$ cat config.mk
export PLATFORM = sky130hd
export DESIGN_NAME = mvsm_ctrl
export DESIGN_NICKNAME = d
export VERILOG_FILES = /design/src/hdl/mvsm_pkg.sv /design/src/hdl/mvsm_ctrl.sv
export SDC_FILE = /design/constraint.sdc
export NUM_CORES = 1
export LEC_CHECK = 0
export BUFFER_PORTS_ARGS = -buffer_cell sky130_fd_sc_hd__buf_2
export CAP_MARGIN = 10
export CORE_AREA = 3 3 40 42
export DETAILED_ROUTE_END_ITERATION = 6
export DIE_AREA = 0 0 43 45
export MAX_ROUTING_LAYER = met4
export PLACE_DENSITY_LB_ADDON = 0.05
export SLEW_MARGIN = 20
export SYNTH_ARGS = -nofsm -noshare
export SYNTH_HDL_FRONTEND = slang
export SYNTH_SLANG_ARGS = --single-unit
$ cat constraint.sdc
create_clock -name clk -period 4.57 [get_ports clk]
set_clock_uncertainty 0.1 [all_clocks]
set_input_delay 0.6855 -clock clk [delete_from_list [all_inputs] [get_ports clk]]
set_output_delay 0.6855 -clock clk [all_outputs]
set_load 0.1 [all_outputs]
$ cat src/hdl/mvsm_pkg.sv
// Shared types, field layout and codes for the multi-voice sample mixer.
`timescale 1ns / 1ps
`default_nettype none

package mvsm_pkg;

    // Item kinds carried on s_tuser
    localparam int KIND_W = 2;
    localparam logic [KIND_W-1:0] KIND_LOAD  = 2'd0;
    localparam logic [KIND_W-1:0] KIND_START = 2'd1;
    localparam logic [KIND_W-1:0] KIND_TICK  = 2'd2;

    // Field widths
    localparam int SAMPLE_W  = 16;
    localparam int ADDR_IN_W = 16;
    localparam int POS_W     = 17;
    localparam int GAIN_W    = 10;
    localparam int GAIN_FRAC = 8;
    localparam int LIMIT_W   = 15;

    localparam logic [LIMIT_W-1:0] CLAMP_RESET = 15'd28000;

    // Input word layout, lowest bit first
    localparam int MEM_ADDR_LSB = 0;
    localparam int SAMPLE_LSB   = 16;
    localparam int BASE_LSB     = 32;
    localparam int LEN_LSB      = 48;
    localparam int START_LSB    = 65;
    localparam int LOOP_BIT     = 81;
    localparam int GAIN_LSB     = 82;
    localparam int S_TDATA_W    = 96;
    localparam int M_TDATA_W    = 24;

    typedef enum logic [3:0] {
        S_IDLE,
        S_LOAD_PREP,
        S_LOAD_RED,
        S_START_SCAN,
        S_TICK_READ,
        S_TICK_EVAL,
        S_TICK_RED,
        S_TICK_MUL,
        S_TICK_ACC,
        S_DONE
    } state_t;

    // Controller to datapath
    typedef struct packed {
        logic in_ready;
        logic capture;
        logic vidx_inc;
        logic voice_claim;
        logic set_full;
        logic eval;
        logic voice_stop;
        logic red_load;
        logic red_tick;
        logic red_step;
        logic smem_wr;
        logic mul;
        logic acc;
        logic res_load;
    } cmd_t;

    // Datapath to controller
    typedef struct packed {
        logic              in_valid;
        logic [KIND_W-1:0] in_kind;
        logic              cur_playing;
        logic              cur_stop;
        logic              vidx_last;
        logic              red_done;
        logic              out_free;
    } sts_t;

endpackage

`default_nettype wire

$ cat src/hdl/mvsm_ctrl.sv
// Sequencing state machine of the multi-voice sample mixer.
`timescale 1ns / 1ps
`default_nettype none

module mvsm_ctrl (
    input  logic            clk,
    input  logic            rst_n,
    input  mvsm_pkg::sts_t  sts,
    output mvsm_pkg::cmd_t  cmd
);
    import mvsm_pkg::*;

    state_t state_reg;
    state_t state_next;

    // State register
    always_ff @(posedge clk or negedge rst_n)
    begin
        if (!rst_n)
        begin
            state_reg <= S_IDLE;
        end
        else
        begin
            state_reg <= state_next;
        end
    end

    // Next state
    always_comb
    begin
        state_next = state_reg;
        unique case (state_reg)
            S_IDLE:
            begin
                if (sts.in_valid)
                begin
                    case (sts.in_kind)
                        KIND_LOAD:  state_next = S_LOAD_PREP;
                        KIND_START: state_next = S_START_SCAN;
                        KIND_TICK:  state_next = S_TICK_READ;
                        default:    state_next = S_DONE;
                    endcase
                end
            end
            S_LOAD_PREP:
            begin
                state_next = S_LOAD_RED;
            end
            S_LOAD_RED:
            begin
                if (sts.red_done)
                begin
                    state_next = S_DONE;
                end
            end
            S_START_SCAN:
            begin
                if (!sts.cur_playing || sts.vidx_last)
                begin
                    state_next = S_DONE;
                end
            end
            S_TICK_READ:
            begin
                if (sts.cur_playing)
                begin
                    state_next = S_TICK_EVAL;
                end
                else if (sts.vidx_last)
                begin
                    state_next = S_DONE;
                end
            end
            S_TICK_EVAL:
            begin
                if (!sts.cur_stop)
                begin
                    state_next = S_TICK_RED;
                end
                else if (sts.vidx_last)
                begin
                    state_next = S_DONE;
                end
                else
                begin
                    state_next = S_TICK_READ;
                end
            end
            S_TICK_RED:
            begin
                if (sts.red_done)
                begin
                    state_next = S_TICK_MUL;
                end
            end
            S_TICK_MUL:
            begin
                state_next = S_TICK_ACC;
            end
            S_TICK_ACC:
            begin
                state_next = sts.vidx_last ? S_DONE : S_TICK_READ;
            end
            S_DONE:
            begin
                if (sts.out_free)
                begin
                    state_next = S_IDLE;
                end
            end
            default:
            begin
                state_next = S_IDLE;
            end
        endcase
    end

    // Commands
    always_comb
    begin
        cmd = '0;
        unique case (state_reg)
            S_IDLE:
            begin
                cmd.in_ready = 1'b1;
                cmd.capture  = sts.in_valid;
            end
            S_LOAD_PREP:
            begin
                cmd.red_load = 1'b1;
            end
            S_LOAD_RED:
            begin
                cmd.red_step = 1'b1;
                cmd.smem_wr  = sts.red_done;
            end
            S_START_SCAN:
            begin
                if (!sts.cur_playing)
                begin
                    cmd.voice_claim = 1'b1;
                end
                else if (sts.vidx_last)
                begin
                    cmd.set_full = 1'b1;
                end
                else
                begin
                    cmd.vidx_inc = 1'b1;
                end
            end
            S_TICK_READ:
            begin
                cmd.vidx_inc = !sts.cur_playing && !sts.vidx_last;
            end
            S_TICK_EVAL:
            begin
                if (sts.cur_stop)
                begin
                    cmd.voice_stop = 1'b1;
                    cmd.vidx_inc   = !sts.vidx_last;
                end
                else
                begin
                    cmd.eval     = 1'b1;
                    cmd.red_load = 1'b1;
                    cmd.red_tick = 1'b1;
                end
            end
            S_TICK_RED:
            begin
                cmd.red_step = 1'b1;
            end
            S_TICK_MUL:
            begin
                cmd.mul = 1'b1;
            end
            S_TICK_ACC:
            begin
                cmd.acc      = 1'b1;
                cmd.vidx_inc = !sts.vidx_last;
            end
            S_DONE:
            begin
                cmd.res_load = sts.out_free;
            end
            default:
            begin
                cmd = '0;
            end
        endcase
    end

`ifndef SYNTH
    // An accepted word always starts work
    a_accept_leaves_idle: assert property (@(posedge clk) disable iff (!rst_n)
        (state_reg == S_IDLE && sts.in_valid) |=> (state_reg != S_IDLE))
        else $error("accepted word did not leave idle");

    // Multiply only follows a finished address reduction
    a_mul_after_red: assert property (@(posedge clk) disable iff (!rst_n)
        (state_reg == S_TICK_MUL) |-> ($past(state_reg) == S_TICK_RED && $past(sts.red_done)))
        else $error("multiply entered without a reduced address");
`endif

endmodule

`default_nettype wire

==> metrics.csv, run 1 <==
metric;value;unit
status;completed;
synth_area;557;sq um
critPathArrivalTime;1890;ps
pin_count;24;
slew_violations;0;
min-delay-path-class;in2async;
syn-num-nets;92;
place.port_buffers;23;
cp_num_cells;6;
crit_path_end;cmd[11];
grt_pass1_wl;2.50;mm
clock_latency;230;ps
rrSetupSlack;2610;ps
cts_tree;yes;
slowest_stage;dfrtp_1;
nNetsFinal;114;
largest_reg_flops;4;
grt_use_total;0.172;
wl;1.48;mm
maxSlewHeadroom;0.661;
area_growth;22.0;%
critPathTopFamily;flip-flops;
ctsHoldBuffers;0;
dpl.hpwl;1.14;mm
clock_sink_count;4;
gp_congestion;0.841;
die_h;45;microns
drive_gt1_frac;0.284;
final_cell_mix;buf_2, nor2_1, nand2_1;
core.rowCount;13;
antenna_found_initial;0;
start_util;0.433;
final_common_cell;buf_2;
drt_iter0_drc;17;
synth_edf_count;0;
drc;0;
period_needed;2680;ps
worst_slew_pin_slew;508;ps
async_reset_ff_frac;1.00;
via_per_inst;5.74;
worst_setup_path_end_kind;output pin;
crit_buf_inv;1;
ys_warn_count;0;
cp-startpoint;state_reg[0]$_DFFE_PN0P_;
htree_levels;1;
cts.reportedPaths.clkPinSlew;40;ps
fp.coreArea;1280;sq um
regToRegEndpoint;state_reg[1]$_DFFE_PN0P_;
post_cts_buffers;0;
dieArea;1940;sq um
insertedDiodeCount;0;
cap_violations;0;
worst-path-max-fanout;15;
cts_buffers;3;
rsz0062_at_grt;no;
clockBufferDepth;2;
finalCritPeriodShare;0.586;
wl_per_cell;12.7;microns
setup_tns;0;ps
r2r-start;state_reg[1]$_DFFE_PN0P_;
dieWidth;43;microns
grt-ovfl-total;0;
yosys_register_bits;4;
grt_max_degree;19;
ys_types;33;
fmax;373;MHz
crit_path_max_incr_delay;520;ps
synth_cells;82;
setup_viol;0;
report.final.hold_viol_count;0;
ant_nets;0;
crit_type;reg2out;
first_pass_iters;4;
start_kind;flop;
syn_avg_cell_area;6.79;sq um
cts_resized;0;
clockRootBuffer;clkbuf_4;
cp.required;3780;ps
synthFlopType;dfrtp_1;
num_vias;672;
synth.yosys.seq_area_share;0.180;
grt_pass1_vias;565;
cp_cell_sequence;or2_2 -> nand2_1 -> a21oi_1 -> o21a_1 -> nor2_1 -> buf_2;
r2r_cells;5;
-- worst register-to-register path, stage by stage, from the launching register on --
cell and delay, ps:
dfrtp_1 530, nor2_1 310, a31oi_1 140, o31ai_2 280, a21o_1 180, mux2_4 300
-- cell usage after synthesis (all sizes together), types with 2 or more instances --
cell type / number / share of area
nor2: 10 / 0.067
nand2: 8 / 0.054
nor2b: 7 / 0.079
a21oi: 5 / 0.045
buf: 5 / 0.054
o21ai: 5 / 0.045
dfrtp: 4 / 0.18
inv: 4 / 0.027
nand2b: 4 / 0.045
and3: 3 / 0.034
nor3: 3 / 0.027
o31ai: 3 / 0.049
a22o: 2 / 0.031
and2: 2 / 0.022
-- cell type report --
type / count / area, sq um
fillers: 138 / 606
multi-input cells: 68 / 408
repair buffers: 23 / 115
flip-flops and latches: 4 / 100
clock buffers: 3 / 22.5
well taps: 15 / 18.8
inverters: 4 / 15.0
-- logic make-up (layout without fill, tap and decap cells) --
| logic type | count (synthesis) | count (layout) | share of synthesized area |
|---|---|---|---|
| AOI/OAI and AO/OA | 24 | 24 | 0.299 |
| muxes | 1 | 1 | 0.0270 |
| DFF | 4 | 4 | 0.180 |
| and+or+nand+nor | 43 | 43 | 0.407 |
| buffers and inverters | 10 | 30 | 0.0876 |
-- per-layer routing --
metal / vias up / share of wire / global-route usage
li1: 335 / - / -
met1: 309 / 0.44 / 0.226
met2: 26 / 0.48 / 0.272
met3: 2 / 0.066 / 0.0159
met4: 0 / 0.012 / 0.0723
met5: - / 0 / -
-- metrics by stage --
stage	worst slack, ps	area, sq um	util	hold WS [ps]	std cells
after floorplan	225	557	-	290	82
after global placement	1920	657	0.511	389	114
after detailed placement	1900	657	0.511	397	114
after CTS	1890	679	0.529	150	117
after global routing	1790	679	0.529	150	117
final	1890	679	0.529	151	117
-- how the worst min path moves through the flow --
stage                     depth (start not counted)   from                       end  slack (ps)
after floorplan                                   0  rst_n  state_reg[0]$_DFFE_PN0P_         290
after global placement                            1  rst_n  state_reg[0]$_DFFE_PN0P_         390
after detailed placement                          1  rst_n  state_reg[0]$_DFFE_PN0P_         400
after CTS                                         1  rst_n  state_reg[3]$_DFFE_PN0P_         150
after global routing                              1  rst_n  state_reg[3]$_DFFE_PN0P_         150
final                                             1  rst_n  state_reg[3]$_DFFE_PN0P_         150
Power of run 1 is not shown: default switching activity piles up to over one toggle a cycle in this logic, so the estimate is an artifact.
==> run 2, diff against run 1 <==
Settings changed: ABC_AREA set to 1, CORE_AREA 3 3 40 42 to unset, CORE_MARGIN set to 3, CORE_UTILIZATION set to 40, DIE_AREA 0 0 43 45 to unset.
Clock period 4.57 ns to 2.2 ns, I/O delays scaled along.
==> run 2 against run 1 <==
Count of clock-buffer cells in the layout is the same. Synthesized area shrank 2.9%. Register-to-register slack lost 1900 ps. Routed wire length shrank 2.6%. First-iteration DRC count shrank 53%.
==> metrics.csv, run 2 <==
metric;value;unit
status;completed;
drt_iter0_drc;8;
critPathArrivalTime;1650;ps
wl_per_cell;10.0;microns
grt_use_total;0.185;
core.rowCount;12;
fmax;481;MHz
grt_pass1_vias;599;
dieArea;1830;sq um
grt_pass1_wl;2.52;mm
min-delay-path-class;in2async;
postLayoutCoreUtil;0.639;
wl;1.44;mm
num-fill-cells;121;
ant_nets;0;
num_vias;682;
power.density;1640;nW/um^2
maxSlewHeadroom;0.678;
pin_count;24;
clockBufferDepth;2;
gp_congestion;0.873;
slew_violations;0;
first_pass_iters;4;
dpl_cell_area;726;sq um
antenna_found_initial;0;
yosys_register_bits;4;
final_cell_mix;nand2_1, buf_2, inv_1;
place.port_buffers;23;
synth_cells;104;
start_kind;flop;
syn_avg_cell_area;5.20;sq um
met1_usage;0.244;
synthTopCellsByArea;nand2_1, dfrtp_1, inv_1;
drive_gt1_frac;0.369;
vdd_drop_max;0.861;mV
synth_edf_count;0;
drc;0;
p_leak;0.494;nW
synth.yosys.seq_area_share;0.185;
synthFlopType;dfrtp_1;
rsz0062_at_grt;no;
clockRootBuffer;clkbuf_4;
clock_latency;240;ps
grt_max_degree;8;
area_growth;40.3;%
synth_area;541;sq um
cap_violations;0;
dpl.hpwl;1.23;mm
crit_type;reg2out;
async_reset_ff_frac;1.00;
cts.reportedPaths.clkPinSlew;40;ps
fin_cells;144;
worst-path-max-fanout;7;
ys_warn_count;0;
die_h;42.8;microns
insertedDiodeCount;0;
finalCritPeriodShare;0.945;
report.final.hold_viol_count;0;
start_util;0.456;
grt-ovfl-total;0;
htree_levels;1;
grt_use_met2;0.263;
grt_busiest_layer;met2;
largest_reg_flops;4;
fp.coreArea;1190;sq um
cts_resized;0;
synth_most_common_cell;nand2_1;
period_needed;2080;ps
cts_tree;yes;
worst_slew_pin_slew;487;ps
placed_cells;140;
setup_viol;0;
use_met3;0.0508;
worst_setup_path_end_kind;output pin;
hold_slack;330;ps
final_common_cell;nand2_1;
synth_commonest_cells;nand2_1, inv_1, nor2_1;
ys_types;17;
syn-num-nets;114;
clock_sink_count;4;
via_per_inst;4.74;
dp_slack;382;ps
cts_buffers;3;
nNetsFinal;142;
cp.required;1770;ps
synth_top_area_frac;0.271;
synth_largest_area_cell;nand2_1;
dieWidth;42.8;microns
final_area;758;sq um
fin_ws;120;ps
==> run 2: cell count changes after synthesis, moves of 3 or more <==
| cell | before | now |
|---|---|---|
| nand2_1 | 8 | 39 |
| a21oi_1 | 5 | 0 |
| nor2b_1 | 7 | 0 |
| nand3_1 | 0 | 10 |
| nor2_1 | 10 | 15 |
| nand2b_1 | 4 | 0 |
| inv_1 | 4 | 15 |
| o21ai_0 | 5 | 1 |
| buf_2 | 3 | 0 |
| inv_2 | 0 | 5 |
| and3_1 | 3 | 0 |
| nor2_2 | 0 | 4 |
==> run 2: area by class of cell <==
| type | count | area (sq um) | area share |
|---|---|---|---|
| well taps | 14 | 17.5 | 0.0231 |
| repair buffers | 24 | 140 | 0.185 |
| clock buffers | 3 | 22.5 | 0.0297 |
| multi-input cells | 78 | 395 | 0.521 |
| inverters | 21 | 82.6 | 0.109 |
| flip-flops and latches | 4 | 100 | 0.132 |
==> run 2: cells by family (layout without fill, tap and decap cells) <==
kind of cell,count (synthesis),in the layout,share of synthesized area
DFF,4,4,0.185
and+or+nand+nor,76,76,0.632
AOI/OAI and AO/OA,2,2,0.0231
buffers and inverters,22,48,0.160
==> run 2: routing by layer <==
metal,vias up,part of all wire
met5,-,0
met4,0,0.0055
met3,2,0.078
met2,23,0.46
met1,291,0.46
li1,366,-
==> run 2: final timing paths <==
| kind | start | end | slack (ps) | cells past startpoint |
|---|---|---|---|---|
| min reg2reg | state_reg[2]$_DFFE_PN0P_ | state_reg[2]$_DFFE_PN0P_ | 530 | 2 |
| min in group clk | sts[0] | state_reg[3]$_DFFE_PN0P_ | 330 | 4 |
| min | rst_n | state_reg[0]$_DFFE_PN0P_ | 330 | 2 |
| max | state_reg[1]$_DFFE_PN0P_ | cmd[11] | 120 | 5 |
| max reg2reg | state_reg[3]$_DFFE_PN0P_ | state_reg[1]$_DFFE_PN0P_ | 740 | 9 |
| max in group asynchronous | rst_n | state_reg[3]$_DFFE_PN0P_ | 1540 | 2 |
==> run 2: repair_timing <==
| action | CTS | global route |
|---|---|---|
| setup buffers | 0 | 0 |
| hold buffers | 1 | 0 |
| hold endpoints to repair | 4 | 0 |
==> run 2: power breakdown <==
group | internal (mW) | total [mW] | switching, mW
sequential | 0.106 | 0.171 | 0.0651
clock | 0.0613 | 0.0956 | 0.0343
combinational | 0.206 | 0.979 | 0.773
==> run 2: worst max-delay path, stage by stage, from the launching register on <==
cell and delay (ps):
dfrtp_1 500, nor2_2 280, nand2_1 130, nor2_1 130, nand3b_1 170, buf_12 190
==> run 2: stage by stage <==
step / power [mW] / TNS (ps)
6_report: 1.25 / 0
4_1_cts: 1.25 / 0
3_3_place_gp: 1.14 / 0
2_1_floorplan: 0.977 / -510
5_1_grt: 1.33 / 0
3_5_place_dp: 1.15 / 0
Note: power is estimated with default switching activity, not from simulation.
